--- src/rtl/dcis_pkg.sv ---
package dcis_pkg;

   // Field widths of the channels.
   localparam int TEMP_W    = 16;
   localparam int PREC_W    = 16;
   localparam int DAY_W     = 9;
   localparam int MONTH_W   = 4;
   localparam int DEGREE_W  = 24;
   localparam int COEF_W    = 16;
   localparam int CSR_IDX_W = 1;

   localparam int NUM_MONTHS = 12;

   // Month mid-points are held in half-day units, the largest being next January's.
   localparam int MID_W = 10;
   // Half-day distance from the previous December's mid-point to day zero.
   localparam logic [MID_W:0] DEC_MID_OFFSET = 11'd30;
   // Distances t0, t1 and their sum t01 never exceed 62 half-days.
   localparam int T_W = 6;

   // Reciprocal divider: quotient estimate is (num * floor(2^22 / den)) >> 22.
   localparam int DIV_NUM_W   = 21;
   localparam int RECIP_W     = 18;
   localparam int RECIP_SHIFT = 22;
   localparam int QUO_W       = DIV_NUM_W + RECIP_W - RECIP_SHIFT;
   localparam int DEN_W       = 6;

   localparam logic [DAY_W-1:0] DAYS_PER_YEAR = 9'd365;

   // Register indexes of the configuration port.
   localparam logic [CSR_IDX_W-1:0] CSR_SMOOTH_COEF = 1'd0;
   localparam logic [CSR_IDX_W-1:0] CSR_RESET_DAY   = 1'd1;

   localparam logic [COEF_W-1:0] SMOOTH_COEF_RESET = 16'd61309;
   localparam logic [DAY_W-1:0]  RESET_DAY_RESET   = 9'd1;

   // Item kinds.
   localparam logic KIND_LOAD = 1'b0;
   localparam logic KIND_DAY  = 1'b1;

   typedef struct packed {
      logic                      kind;
      logic [MONTH_W-1:0]        month;
      logic signed [TEMP_W-1:0]  month_temp;
      logic [PREC_W-1:0]         month_prec;
      logic [DAY_W-1:0]          day;
      logic                      add_delta;
      logic signed [TEMP_W-1:0]  temp_delta;
      logic signed [PREC_W-1:0]  prec_delta;
   } req_payload_type;

   typedef struct packed {
      logic signed [TEMP_W-1:0]  daily_temp;
      logic [PREC_W-1:0]         daily_prec;
      logic signed [TEMP_W-1:0]  smoothed_temp;
      logic [PREC_W-1:0]         smoothed_prec;
      logic [DEGREE_W-1:0]       degree_days;
   } rsp_payload_type;

   typedef struct packed {
      logic [CSR_IDX_W-1:0] index;
      logic [COEF_W-1:0]    data;
   } csr_payload_type;

   typedef struct packed {
      logic                 start;
      logic [DIV_NUM_W-1:0] num;
      logic [DEN_W-1:0]     den;
   } div_req_type;

   // Non-leap month lengths in days.
   function automatic logic [4:0] month_len(input logic [MONTH_W-1:0] m);
      logic [4:0] len;
      case (m)
         4'd1:                        len = 5'd28;
         4'd3, 4'd5, 4'd8, 4'd10:     len = 5'd30;
         4'd0, 4'd2, 4'd4, 4'd6,
         4'd7, 4'd9, 4'd11:           len = 5'd31;
         default:                     len = 5'd31;
      endcase
      return len;
   endfunction

   // Mid-point of month k in half-days from day zero; k of twelve is next January.
   function automatic logic [MID_W-1:0] month_mid(input logic [MONTH_W-1:0] k);
      logic [MID_W-1:0] mid;
      case (k)
         4'd0:    mid = 10'd32;
         4'd1:    mid = 10'd91;
         4'd2:    mid = 10'd150;
         4'd3:    mid = 10'd211;
         4'd4:    mid = 10'd272;
         4'd5:    mid = 10'd333;
         4'd6:    mid = 10'd394;
         4'd7:    mid = 10'd456;
         4'd8:    mid = 10'd517;
         4'd9:    mid = 10'd578;
         4'd10:   mid = 10'd639;
         4'd11:   mid = 10'd700;
         4'd12:   mid = 10'd762;
         default: mid = 10'd762;
      endcase
      return mid;
   endfunction

   // floor(2^22 / d) for every divisor the datapath uses.
   function automatic logic [RECIP_W-1:0] recip_of(input logic [DEN_W-1:0] d);
      logic [RECIP_W-1:0] r;
      case (d)
         6'd28:   r = 18'd149796;
         6'd30:   r = 18'd139810;
         6'd31:   r = 18'd135300;
         6'd59:   r = 18'd71089;
         6'd61:   r = 18'd68759;
         6'd62:   r = 18'd67650;
         default: r = 18'd0;
      endcase
      return r;
   endfunction

endpackage

--- src/rtl/dcis_stream_if.sv ---
interface dcis_stream_if #(
   parameter type payload_type = logic
);
   logic        valid;
   logic        ready;
   payload_type payload;

   modport source (output valid, output payload, input ready);
   modport sink   (input valid, input payload, output ready);
endinterface

--- src/rtl/dcis_recip_div.sv ---
// Two-stage divider by a small set of constant divisors: a reciprocal
// multiplication gives a quotient that is exact or one low, and a
// back-multiplication with one compare corrects it. A new division may
// start in every cycle; its product is registered, then its quotient.
module dcis_recip_div
   import dcis_pkg::*;
(
   input  logic              clock,
   input  logic              reset,
   input  div_req_type       div_req,
   output logic [QUO_W-1:0]  quo,
   output logic              done
);

   localparam int BACK_W = QUO_W + DEN_W;

   logic [DIV_NUM_W+RECIP_W-1:0] prod_ff;
   logic [DIV_NUM_W-1:0]         num_ff;
   logic [DEN_W-1:0]             den_ff;
   logic                         stage1_ff;
   logic                         done_ff;
   logic [QUO_W-1:0]             quo_ff;
   logic [QUO_W-1:0]             q_est;
   logic [BACK_W-1:0]            back_prod;
   logic [BACK_W-1:0]            rem;

   always_ff @(posedge clock) begin
      if (reset) begin
         stage1_ff <= 1'b0;
         done_ff   <= 1'b0;
      end else begin
         stage1_ff <= div_req.start;
         done_ff   <= stage1_ff;
      end
   end

   always_ff @(posedge clock) begin
      if (div_req.start) begin
         prod_ff <= div_req.num * recip_of(div_req.den);
         num_ff  <= div_req.num;
         den_ff  <= div_req.den;
      end
   end

   assign q_est     = prod_ff[RECIP_SHIFT +: QUO_W];
   assign back_prod = q_est * den_ff;
   assign rem       = BACK_W'(num_ff) - back_prod;

   always_ff @(posedge clock) begin
      if (stage1_ff) begin
         quo_ff <= (rem >= BACK_W'(den_ff)) ? q_est + 1'b1 : q_est;
      end
   end

   assign quo  = quo_ff;
   assign done = done_ff;

endmodule

--- src/rtl/daily_climate_interpolate_smooth.sv ---
// Daily climate interpolator. A load transfer (kind 0) writes one month's mean
// temperature (Q8.8 degrees Celsius) and precipitation total (1/16 mm) into a
// twelve-entry table and returns a result with zero daily fields and the current
// smoothed values and degree-day sum. A day transfer (kind 1) finds the two
// months whose mid-days bracket the day, interpolates temperature and daily
// precipitation linearly with truncating divisions, optionally adds the grid
// deltas with saturation, and updates the exponentially smoothed values and the
// degree-day sum, which is cleared on the configured reset day. Days above 365
// wrap into the following year. The table has no reset: every month must be
// loaded before the first day transfer, otherwise the fields derived from an
// unloaded month are meaningless. Input is taken only in IDLE; a day transfer
// steps through every sequencer state, a load transfer only through DONE. The
// sequencer reads both months from the table through its one read port one after
// the other and passes four divisions through the reciprocal divider in turn. A
// finished result sits in an output register, so a new input is taken while it
// still waits for the consumer. Configuration writes are accepted in every cycle
// and should only be made while the block is idle.
module daily_climate_interpolate_smooth
   import dcis_pkg::*;
#(
   parameter int COEF_BITS = 16
) (
   input logic           clock,
   input logic           reset,
   dcis_stream_if.sink   req_bus,
   dcis_stream_if.source rsp_bus,
   dcis_stream_if.sink   csr_bus
);

   localparam int SM_PROD_W = COEF_BITS + 17;
   localparam int SM_SUM_W  = COEF_BITS + 18;
   localparam logic [SM_SUM_W-1:0] ROUND_HALF = SM_SUM_W'(1) << (COEF_BITS - 1);
   localparam logic [TEMP_W-1:0]   SIGN_FLIP  = 16'h8000;

   // One state per step of a day transfer; the table is read in SRCH and RD0,
   // and the divider is started in RD0, RD1, TDIV and PDIV.
   typedef enum logic [13:0] {
      ST_IDLE = 14'b00_0000_0000_0001,
      ST_SRCH = 14'b00_0000_0000_0010,
      ST_RD0  = 14'b00_0000_0000_0100,
      ST_RD1  = 14'b00_0000_0000_1000,
      ST_TMUL = 14'b00_0000_0001_0000,
      ST_TSUM = 14'b00_0000_0010_0000,
      ST_TDIV = 14'b00_0000_0100_0000,
      ST_PSUM = 14'b00_0000_1000_0000,
      ST_PDIV = 14'b00_0001_0000_0000,
      ST_DEGR = 14'b00_0010_0000_0000,
      ST_PFIN = 14'b00_0100_0000_0000,
      ST_SMUL = 14'b00_1000_0000_0000,
      ST_SSUM = 14'b01_0000_0000_0000,
      ST_DONE = 14'b10_0000_0000_0000
   } state_type;

   state_type state_ff, state_in;

   // Captured input item.
   logic                     req_accept;
   logic                     is_load_ff;
   logic [DAY_W-1:0]         day_ff;
   logic [DAY_W-1:0]         day_norm;
   logic [MID_W-1:0]         day2_ff;
   logic                     add_delta_ff;
   logic signed [TEMP_W-1:0] temp_delta_ff;
   logic signed [PREC_W-1:0] prec_delta_ff;

   // Month search.
   logic [MONTH_W-1:0] k_sel;
   logic [MONTH_W-1:0] m0_sel;
   logic [MONTH_W-1:0] m1_sel;
   logic [MID_W-1:0]   mid1_sel;
   logic [MID_W-1:0]   mid0_sel;
   logic [MID_W:0]     t0_wide;
   logic [MID_W:0]     t1_wide;
   logic [MONTH_W-1:0] m1_ff;
   logic [T_W-1:0]     t0_ff;
   logic [T_W-1:0]     t1_ff;
   logic [T_W-1:0]     t01_ff;
   logic [4:0]         len0_ff;
   logic [4:0]         len1_ff;

   // Month table: temperature in the upper half, precipitation in the lower.
   logic [TEMP_W+PREC_W-1:0] tbl_mem [NUM_MONTHS];
   logic [MONTH_W-1:0]       rd_addr;
   logic [TEMP_W+PREC_W-1:0] rd_data_ff;

   // Interpolation datapath.
   logic signed [TEMP_W-1:0] temp0_ff;
   logic signed [TEMP_W-1:0] temp1_ff;
   logic signed [22:0]       tprod0_ff;
   logic signed [22:0]       tprod1_ff;
   logic signed [23:0]       tnum_ff;
   logic [23:0]              tnum_abs;
   logic                     tneg_ff;
   logic [11:0]              p0_ff;
   logic [11:0]              p1_ff;
   logic [17:0]              pprod0_ff;
   logic [17:0]              pprod1_ff;
   logic [18:0]              pnum_ff;
   logic signed [17:0]       tq_s;
   logic signed [17:0]       tsum;
   logic signed [18:0]       psum;
   logic [TEMP_W-1:0]        temp_sat;
   logic [PREC_W-1:0]        prec_sat;
   logic signed [TEMP_W-1:0] temp_ff;
   logic [PREC_W-1:0]        prec_ff;

   // Divider.
   div_req_type      div_req;
   logic [QUO_W-1:0] div_quo;
   logic             div_done;

   // Smoothing and degree-day state.
   logic [COEF_W-1:0]      coef_ff;
   logic [DAY_W-1:0]       reset_day_ff;
   logic [TEMP_W-1:0]      smooth_temp_ff;
   logic [PREC_W-1:0]      smooth_prec_ff;
   logic [DEGREE_W-1:0]    degree_ff;
   logic [DEGREE_W-1:0]    deg_base;
   logic [DEGREE_W:0]      deg_add;
   logic [DEGREE_W-1:0]    deg_next;
   logic [COEF_BITS-1:0]   c_val;
   logic [COEF_BITS:0]     a_val;
   logic [15:0]            sm_x;
   logic [15:0]            sm_s;
   logic [SM_PROD_W-1:0]   sm_a_ff;
   logic [SM_PROD_W-2:0]   sm_c_ff;
   logic [SM_SUM_W-1:0]    sm_sum;
   logic [15:0]            sm_res;

   // Output register.
   logic            rsp_valid_ff;
   rsp_payload_type rsp_data_ff;
   logic            out_free;

   // ---------------------------------------------------------------------
   // Input side and configuration
   // ---------------------------------------------------------------------
   assign req_bus.ready = (state_ff == ST_IDLE);
   assign req_accept    = req_bus.valid && req_bus.ready;

   // Days beyond the year fall on the same bracket as the day one year earlier.
   assign day_norm = (req_bus.payload.day > DAYS_PER_YEAR)
                   ? req_bus.payload.day - DAYS_PER_YEAR : req_bus.payload.day;

   always_ff @(posedge clock) begin
      if (req_accept) begin
         is_load_ff    <= (req_bus.payload.kind == KIND_LOAD);
         day_ff        <= req_bus.payload.day;
         day2_ff       <= {day_norm, 1'b0};
         add_delta_ff  <= req_bus.payload.add_delta;
         temp_delta_ff <= req_bus.payload.temp_delta;
         prec_delta_ff <= req_bus.payload.prec_delta;
      end
   end

   assign csr_bus.ready = 1'b1;

   always_ff @(posedge clock) begin
      if (reset) begin
         coef_ff      <= SMOOTH_COEF_RESET;
         reset_day_ff <= RESET_DAY_RESET;
      end else if (csr_bus.valid && csr_bus.ready) begin
         case (csr_bus.payload.index)
            CSR_SMOOTH_COEF: coef_ff      <= csr_bus.payload.data;
            CSR_RESET_DAY:   reset_day_ff <= csr_bus.payload.data[DAY_W-1:0];
            default: ;
         endcase
      end
   end

   // ---------------------------------------------------------------------
   // Month table. Writes happen only on a load transfer in IDLE and read data is
   // used only during a day transfer, so the two never meet on the same entry.
   // ---------------------------------------------------------------------
   always_ff @(posedge clock) begin
      if (req_accept && req_bus.payload.kind == KIND_LOAD
          && req_bus.payload.month < MONTH_W'(NUM_MONTHS)) begin
         tbl_mem[req_bus.payload.month] <= {req_bus.payload.month_temp,
                                            req_bus.payload.month_prec};
      end
      rd_data_ff <= tbl_mem[rd_addr];
   end

   assign rd_addr = (state_ff == ST_SRCH) ? m0_sel : m1_ff;

   // ---------------------------------------------------------------------
   // Month search: the first mid-point at or after the day closes the bracket.
   // ---------------------------------------------------------------------
   always_comb begin
      k_sel = MONTH_W'(NUM_MONTHS);
      for (int i = NUM_MONTHS - 1; i >= 0; i--) begin
         if (day2_ff <= month_mid(MONTH_W'(i))) k_sel = MONTH_W'(i);
      end
   end

   assign m1_sel   = (k_sel == MONTH_W'(NUM_MONTHS)) ? '0 : k_sel;
   assign m0_sel   = (k_sel == '0) ? MONTH_W'(NUM_MONTHS - 1) : k_sel - 1'b1;
   assign mid1_sel = month_mid(k_sel);
   assign mid0_sel = month_mid(k_sel - 1'b1);
   // Before the first January mid-point the lower bound is the previous December.
   assign t0_wide  = (k_sel == '0) ? {1'b0, day2_ff} + DEC_MID_OFFSET
                                   : {1'b0, day2_ff} - {1'b0, mid0_sel};
   assign t1_wide  = {1'b0, mid1_sel} - {1'b0, day2_ff};

   always_ff @(posedge clock) begin
      if (state_ff == ST_SRCH) begin
         m1_ff   <= m1_sel;
         t0_ff   <= t0_wide[T_W-1:0];
         t1_ff   <= t1_wide[T_W-1:0];
         len0_ff <= month_len(m0_sel);
         len1_ff <= month_len(m1_sel);
         t01_ff  <= {1'b0, month_len(m0_sel)} + {1'b0, month_len(m1_sel)};
      end
   end

   // ---------------------------------------------------------------------
   // Divider requests: P0 / len0, P1 / len1, |temp numerator| / t01,
   // precipitation numerator / t01.
   // ---------------------------------------------------------------------
   assign tnum_abs = tnum_ff[23] ? 24'(-tnum_ff) : 24'(tnum_ff);

   always_comb begin
      div_req.start = 1'b0;
      div_req.num   = '0;
      div_req.den   = '0;
      case (state_ff)
         ST_RD0: begin
            div_req.start = 1'b1;
            div_req.num   = DIV_NUM_W'(rd_data_ff[PREC_W-1:0]);
            div_req.den   = {1'b0, len0_ff};
         end
         ST_RD1: begin
            div_req.start = 1'b1;
            div_req.num   = DIV_NUM_W'(rd_data_ff[PREC_W-1:0]);
            div_req.den   = {1'b0, len1_ff};
         end
         ST_TDIV: begin
            div_req.start = 1'b1;
            div_req.num   = tnum_abs[DIV_NUM_W-1:0];
            div_req.den   = t01_ff;
         end
         ST_PDIV: begin
            div_req.start = 1'b1;
            div_req.num   = DIV_NUM_W'(pnum_ff);
            div_req.den   = t01_ff;
         end
         default: ;
      endcase
   end

   dcis_recip_div u_div (
      .clock   (clock),
      .reset   (reset),
      .div_req (div_req),
      .quo     (div_quo),
      .done    (div_done)
   );

   // ---------------------------------------------------------------------
   // Final temperature and precipitation with optional deltas. Saturation is
   // harmless without deltas, since the interpolated values already fit.
   // ---------------------------------------------------------------------
   always_comb begin
      tq_s = tneg_ff ? -$signed({1'b0, div_quo}) : $signed({1'b0, div_quo});
      tsum = tq_s + (add_delta_ff ? 18'(temp_delta_ff) : 18'sd0);
      if (tsum > 18'sd32767)       temp_sat = 16'h7FFF;
      else if (tsum < -18'sd32768) temp_sat = 16'h8000;
      else                         temp_sat = tsum[TEMP_W-1:0];

      psum = $signed({2'b00, div_quo}) + (add_delta_ff ? 19'(prec_delta_ff) : 19'sd0);
      if (psum < 19'sd0)           prec_sat = '0;
      else if (psum > 19'sd65535)  prec_sat = 16'hFFFF;
      else                         prec_sat = psum[PREC_W-1:0];
   end

   always_ff @(posedge clock) begin
      case (state_ff)
         ST_RD0:  temp0_ff <= rd_data_ff[TEMP_W+PREC_W-1:PREC_W];
         ST_RD1:  temp1_ff <= rd_data_ff[TEMP_W+PREC_W-1:PREC_W];
         ST_TMUL: begin
            p0_ff     <= div_quo[11:0];
            tprod0_ff <= $signed({1'b0, t1_ff}) * temp0_ff;
            tprod1_ff <= $signed({1'b0, t0_ff}) * temp1_ff;
         end
         ST_TSUM: begin
            p1_ff   <= div_quo[11:0];
            tnum_ff <= 24'(tprod0_ff) + 24'(tprod1_ff);
         end
         ST_TDIV: begin
            tneg_ff   <= tnum_ff[23];
            pprod0_ff <= t1_ff * p0_ff;
            pprod1_ff <= t0_ff * p1_ff;
         end
         ST_PSUM: pnum_ff <= {1'b0, pprod0_ff} + {1'b0, pprod1_ff};
         ST_PDIV: temp_ff <= temp_sat;
         ST_PFIN: prec_ff <= prec_sat;
         default: ;
      endcase
   end

   // ---------------------------------------------------------------------
   // Degree-day sum: cleared first on the reset day, then a positive
   // temperature is added with saturation.
   // ---------------------------------------------------------------------
   assign deg_base = (day_ff == reset_day_ff) ? '0 : degree_ff;
   assign deg_add  = {1'b0, deg_base} + DEGREE_W'(temp_ff[TEMP_W-2:0]);
   assign deg_next = (temp_ff > 16'sd0)
                   ? (deg_add[DEGREE_W] ? '1 : deg_add[DEGREE_W-1:0]) : deg_base;

   // ---------------------------------------------------------------------
   // Exponential smoothing, rounded half up. The temperature is offset to an
   // unsigned value by flipping its sign bit. One multiplier pair serves the
   // temperature in DEGR and the precipitation in SMUL.
   // ---------------------------------------------------------------------
   assign c_val  = COEF_BITS'(coef_ff);
   assign a_val  = {1'b1, {COEF_BITS{1'b0}}} - {1'b0, c_val};
   assign sm_x   = (state_ff == ST_DEGR) ? temp_ff ^ SIGN_FLIP : prec_ff;
   assign sm_s   = (state_ff == ST_DEGR) ? smooth_temp_ff ^ SIGN_FLIP : smooth_prec_ff;
   assign sm_sum = SM_SUM_W'(sm_a_ff) + SM_SUM_W'(sm_c_ff) + ROUND_HALF;
   assign sm_res = sm_sum[COEF_BITS +: 16];

   always_ff @(posedge clock) begin
      if (state_ff == ST_DEGR || state_ff == ST_SMUL) begin
         sm_a_ff <= a_val * sm_x;
         sm_c_ff <= c_val * sm_s;
      end
   end

   always_ff @(posedge clock) begin
      if (reset) begin
         smooth_temp_ff <= '0;
         smooth_prec_ff <= '0;
         degree_ff      <= '0;
      end else begin
         if (state_ff == ST_DEGR) degree_ff      <= deg_next;
         if (state_ff == ST_PFIN) smooth_temp_ff <= sm_res ^ SIGN_FLIP;
         if (state_ff == ST_SSUM) smooth_prec_ff <= sm_res;
      end
   end

   // ---------------------------------------------------------------------
   // Sequencer
   // ---------------------------------------------------------------------
   assign out_free = !rsp_valid_ff || rsp_bus.ready;

   always_comb begin
      state_in = state_ff;
      case (state_ff)
         ST_IDLE: begin
            if (req_accept) begin
               state_in = (req_bus.payload.kind == KIND_DAY) ? ST_SRCH : ST_DONE;
            end
         end
         ST_SRCH: state_in = ST_RD0;
         ST_RD0:  state_in = ST_RD1;
         ST_RD1:  state_in = ST_TMUL;
         ST_TMUL: state_in = ST_TSUM;
         ST_TSUM: state_in = ST_TDIV;
         ST_TDIV: state_in = ST_PSUM;
         ST_PSUM: state_in = ST_PDIV;
         ST_PDIV: state_in = ST_DEGR;
         ST_DEGR: state_in = ST_PFIN;
         ST_PFIN: state_in = ST_SMUL;
         ST_SMUL: state_in = ST_SSUM;
         ST_SSUM: state_in = ST_DONE;
         ST_DONE: begin
            if (out_free) state_in = ST_IDLE;
         end
         default: state_in = ST_IDLE;
      endcase
   end

   always_ff @(posedge clock) begin
      if (reset) state_ff <= ST_IDLE;
      else       state_ff <= state_in;
   end

   // ---------------------------------------------------------------------
   // Output register
   // ---------------------------------------------------------------------
   always_ff @(posedge clock) begin
      if (reset) begin
         rsp_valid_ff <= 1'b0;
      end else if (state_ff == ST_DONE && out_free) begin
         rsp_valid_ff <= 1'b1;
      end else if (rsp_bus.ready) begin
         rsp_valid_ff <= 1'b0;
      end
   end

   always_ff @(posedge clock) begin
      if (state_ff == ST_DONE && out_free) begin
         rsp_data_ff.daily_temp    <= is_load_ff ? '0 : temp_ff;
         rsp_data_ff.daily_prec    <= is_load_ff ? '0 : prec_ff;
         rsp_data_ff.smoothed_temp <= smooth_temp_ff;
         rsp_data_ff.smoothed_prec <= smooth_prec_ff;
         rsp_data_ff.degree_days   <= degree_ff;
      end
   end

   assign rsp_bus.valid   = rsp_valid_ff;
   assign rsp_bus.payload = rsp_data_ff;

   // ---------------------------------------------------------------------
   // Assertions
   // ---------------------------------------------------------------------
   // Every state that consumes a quotient must find the divider finished.
   a_div_timing: assert property (@(posedge clock) disable iff (reset)
      (state_ff == ST_TMUL || state_ff == ST_TSUM || state_ff == ST_PDIV
       || state_ff == ST_PFIN) |-> div_done)
      else $error("divider quotient not ready when consumed");

   // The two half-day distances must add up to the span of the bracket.
   a_bracket: assert property (@(posedge clock) disable iff (reset)
      (state_ff == ST_RD0) |-> (({1'b0, t0_ff} + {1'b0, t1_ff}) == {1'b0, t01_ff}))
      else $error("month bracket distances inconsistent");

   // Away from the reset day the degree-day sum never falls.
   a_degree_mono: assert property (@(posedge clock) disable iff (reset)
      (state_ff == ST_DEGR && day_ff != reset_day_ff) |=> (degree_ff >= $past(degree_ff)))
      else $error("degree-day sum decreased");

   // A result appears only after the sequencer has finished an item.
   a_rsp_source: assert property (@(posedge clock) disable iff (reset)
      $rose(rsp_valid_ff) |-> $past(state_ff == ST_DONE))
      else $error("result raised outside the completion step");

endmodule

--- src/flat_wrapper.sv ---
// flat-port wrapper written by rule: the top's interface ports become plain ports
module daily_climate_interpolate_smooth_flat import dcis_pkg::*;
#(
   parameter int COEF_BITS = 16
)
  (clock, reset, req_bus_valid, req_bus_payload, req_bus_ready, rsp_bus_valid, rsp_bus_payload, rsp_bus_ready, csr_bus_valid, csr_bus_payload, csr_bus_ready);
  dcis_stream_if #(.payload_type(req_payload_type)) req_bus_i ();
  dcis_stream_if #(.payload_type(rsp_payload_type)) rsp_bus_i ();
  dcis_stream_if #(.payload_type(csr_payload_type)) csr_bus_i ();
  input logic clock;
  input logic reset;
  input wire logic [$bits(req_bus_i.valid)-1:0] req_bus_valid;
  input wire logic [$bits(req_bus_i.payload)-1:0] req_bus_payload;
  output wire logic [$bits(req_bus_i.ready)-1:0] req_bus_ready;
  output wire logic [$bits(rsp_bus_i.valid)-1:0] rsp_bus_valid;
  output wire logic [$bits(rsp_bus_i.payload)-1:0] rsp_bus_payload;
  input wire logic [$bits(rsp_bus_i.ready)-1:0] rsp_bus_ready;
  input wire logic [$bits(csr_bus_i.valid)-1:0] csr_bus_valid;
  input wire logic [$bits(csr_bus_i.payload)-1:0] csr_bus_payload;
  output wire logic [$bits(csr_bus_i.ready)-1:0] csr_bus_ready;
  assign req_bus_i.valid = req_bus_valid;
  assign req_bus_i.payload = req_bus_payload;
  assign req_bus_ready = req_bus_i.ready;
  assign rsp_bus_valid = rsp_bus_i.valid;
  assign rsp_bus_payload = rsp_bus_i.payload;
  assign rsp_bus_i.ready = rsp_bus_ready;
  assign csr_bus_i.valid = csr_bus_valid;
  assign csr_bus_i.payload = csr_bus_payload;
  assign csr_bus_ready = csr_bus_i.ready;
  daily_climate_interpolate_smooth #(.COEF_BITS(COEF_BITS)) u_core (.clock(clock), .reset(reset), .req_bus(req_bus_i), .rsp_bus(rsp_bus_i), .csr_bus(csr_bus_i));
endmodule
--- config.mk ---
export PLATFORM = sky130hd
export DESIGN_NAME = daily_climate_interpolate_smooth_flat
export DESIGN_NICKNAME = d
export VERILOG_FILES = /design/src/rtl/dcis_pkg.sv /design/src/rtl/dcis_stream_if.sv /design/src/rtl/dcis_recip_div.sv /design/src/rtl/daily_climate_interpolate_smooth.sv /design/src/flat_wrapper.sv
export SDC_FILE = /design/constraint.sdc
export NUM_CORES = 2
export LEC_CHECK = 0
export BUFFER_PORTS_ARGS = -buffer_cell sky130_fd_sc_hd__buf_2
export CAP_MARGIN = 20
export CORE_MARGIN = 2
export CORE_UTILIZATION = 45
export DETAILED_ROUTE_END_ITERATION = 12
export SETUP_SLACK_MARGIN = 0.1
export SYNTH_ARGS = -nofsm -noshare
export SYNTH_HDL_FRONTEND = slang
export SYNTH_SLANG_ARGS = --single-unit
--- constraint.sdc ---
create_clock -name clock -period 23.1 [get_ports clock]
set_clock_uncertainty 0.15 [all_clocks]
set_input_delay 6.93 -clock clock [delete_from_list [all_inputs] [get_ports clock]]
set_output_delay 6.93 -clock clock [all_outputs]
set_load 0.005 [all_outputs]
==> results.cfg <==
[route]
dr.first_iter.drc_count = 3962
wirelength_um = 215000
route.detailed.drc = 0
via_per_inst = 5.37
vias = 57300
firstDrtPassIters = 6
routedWlPerCell_um = 20.2
final_antenna_net_count = 0

[timing]
fmax_ghz = 0.0913
hold_viol_final = 0
fin_tns_setup_ps = 0
fin_crit_sh_pct = 47.4
tightest_slew_ps = 1080
relSlewSlack_pct = 28.0
setup_slack_ps = 12140
drv_slew = 0
rsz0062_at_grt = false
setup_viol = 0
min_period_ps = 10960

[setup_path]
reg2reg_depth = 30
regToRegEndpoint = u_core.u_div.prod_ff[38]$_DFFE_PN_
crit_type = reg -> reg
critical_path.max_stage_delay_ps = 930
cp_max_fo = 21
cp.arrival_ps = 11270
critPathRequiredTime_ps = 23410
crit_top_cell = fa_1
start_kind = flip-flop
r2r_slack_ps = 12140
setup.worst_path.end_class = flip-flop
rr_startpoint = u_core.state_ff[0]$_SDFFE_PP1P_
cpMaxStageDelayCell = nand2b_1

[final_layout]
final_common_cell = inv_1
fin_cells = 10700
finalInstanceArea_um2 = 93200
nets = 9853
drive_gt1_share_pct = 8.06
multi_input_area_um2 = 50600
area_growth_pct = 9.24
seq_area_um2 = 29100
n_fill_cell = 17000
final_cell_mix = inv_1 (1,256), nand2_1 (991), fa_1 (964)

[job]
max-cap-violations = 0

[global_route]
grt_max_degree = 67
grt_pass1_wl_um = 339000
grt_use_total_pct = 22.7
first_global_vias = 59900
antenna_found_initial = 14
grt_overflow_total = 0

[cts]
cts_resized = 0
clkLatencyLatePin_ps = 750
cts_tree = done
cts_max_path_buffers = 3
cts.sinks = 1012
cts_max_level = 3
cts_buffers = 111
postCtsHoldBufs = 0
clkTransAtPathRegs_ps = 60
post_cts_buffers = 0
cts_root_buffer = clkbuf_16

[placed_design]
place_area_um2 = 89400
portBuffers = 190
place_congestion = 0.929
dp_hpwl_um = 165000
dp_slack_ps = 12280
dp.cells = 10500

[outcome]
status = completed

[yosys]
synth_edf_count = 883
synth_cell_types = 99
syn_inst = 7900
ys_ff_latch = 1012
ys_warn_count = 0
async_reset_ff_share_pct = 0
syn_avg_cell_area_um2 = 10.8
synth-main-ff-cell = edfxtp_1
netlist_area_um2 = 85300
synth.yosys.seq_area_share_pct = 34.1

[floorplan]
die_h_um = 439
chipWidth_um = 439
ioPinCount = 192
coreArea_um2 = 188000
die_area_um2 = 193000
start_util_pct = 45.3
rows = 159

[hold_path]
min_from = u_core.rd_data_ff[27]$_DFF_P_
holdPathEnd = u_core.temp0_ff[11]$_DFFE_PN_
hold_depth = 0
hp-class = reg -> reg

[pwr]
p_per_area_nw_per_um2 = 55.1
p_leak_nw = 40.3
ir_drop_mv = 0.0668
[worst max-delay path by stage]
| stage | from | end | slack (ps) | depth (start not counted) |
|---|---|---|---|---|
| CTS | u_core.state_ff[0]$_SDFFE_PP1P_ | u_core.u_div.prod_ff[38]$_DFFE_PN_ | 12200 | 30 |
| global placement | u_core.state_ff[0]$_SDFFE_PP1P_ | u_core.u_div.prod_ff[38]$_DFFE_PN_ | 12470 | 30 |
| detailed placement | u_core.state_ff[0]$_SDFFE_PP1P_ | u_core.u_div.prod_ff[38]$_DFFE_PN_ | 12280 | 30 |
| global route | u_core.state_ff[0]$_SDFFE_PP1P_ | u_core.u_div.prod_ff[38]$_DFFE_PN_ | 11380 | 30 |
| floorplan | rsp_bus_ready | u_core.rsp_bus.payload[0]$_DFFE_PP_ | 11450 | 2 |
| finish | u_core.state_ff[0]$_SDFFE_PP1P_ | u_core.u_div.prod_ff[38]$_DFFE_PN_ | 12140 | 30 |
[stage by stage]
| step | util, % | hold WS, ps | power, W |
|---|---|---|---|
| after floorplan | - | 254 | 0.00307 |
| after global placement | 47.5 | 273 | 0.00335 |
| after detailed placement | 47.5 | 278 | 0.00337 |
| after CTS | 49.5 | 284 | 0.00520 |
| after global routing | 49.5 | 295 | 0.00542 |
| final | 49.5 | 279 | 0.00514 |
[area by class of cell]
class | count | share of cell area, %
Sequential cell | 1012 | 31.2
Timing Repair Buffer | 308 | 2.00
Multi-Input combinational cell | 5370 | 54.3
Tap cell | 2495 | 3.35
Inverter | 1269 | 5.11
Clock buffer | 137 | 3.14
Clock inverter | 71 | 0.863
Antenna cell | 3 | 0.00805
[cells by family after synthesis]
family	Yosys count	share of synthesized area (%)
AND/OR/NAND/NOR	2274	12.3
adder cells (fa/ha/maj)	1680	33.1
buffers and inverters	1537	6.87
flip-flops	1012	34.1
AO/OA/AOI/OAI	906	6.90
XOR/XNOR	333	3.43
multiplexers	156	3.24
other	2	0.00880
[synth_stat cells (27+ instances only)]
cell,number,area share (%)
o21a_1,27,0.24
o21bai_1,51,0.45
or3_1,31,0.23
edfxtp_1,883,31
mux2i_1,57,0.67
dfxtp_1,129,3.0
nand2_1,991,4.4
inv_1,1257,5.5
nand3_1,66,0.39
nor2b_1,130,0.95
xor2_1,123,1.3
xnor2_1,209,2.1
a21o_1,106,0.93
mux4_2,96,2.5
o21ai_0,135,0.79
nor2_1,485,2.1
nor3_1,69,0.40
and2_1,293,2.1
clkbuf_1,241,1.1
ha_1,716,10
a21oi_1,310,1.8
nand2b_1,56,0.41
a31oi_1,28,0.21
a211oi_1,27,0.24
fa_1,964,23
[state kept, by name (all words and copies together) (netlist names), 22 cells and up]
register / count
u_core.degree_ff: 24
u_core.rd_data_ff: 32
u_core.rsp_bus.payload: 88
u_core.sm_a_ff: 32
u_core.sm_c_ff: 32
u_core.tbl_mem: 384
u_core.tnum_ff: 22
u_core.tprod0_ff: 23
u_core.tprod1_ff: 23
[worst max-delay path: cells and delay by family (launching register included)]
kind,cells,cell delay (ps)
AND/OR/NAND/NOR,8,3960
buffers and inverters,5,250
adder cells (fa/ha/maj),7,3210
flip-flops,1,360
AO/OA/AOI/OAI,10,2730
[where the power goes]
group / leakage [nW] / internal (W) / switching [W]
sequential: 9.13 / 0.00207 / 0.0000178
combinational: 29.3 / 0.000525 / 0.000712
clock: 1.83 / 0.00104 / 0.000766
[per-layer routing]
layer  vias up  GRT usage (%)  share of wire [%]
met5         -              0              0.036
met4        14           7.32                3.2
met3       346           3.06                5.5
met2      1568           38.9                 49
met1     29000           29.6                 42
li1      26300              -                  -
Power figures use the tool's default switching activity.
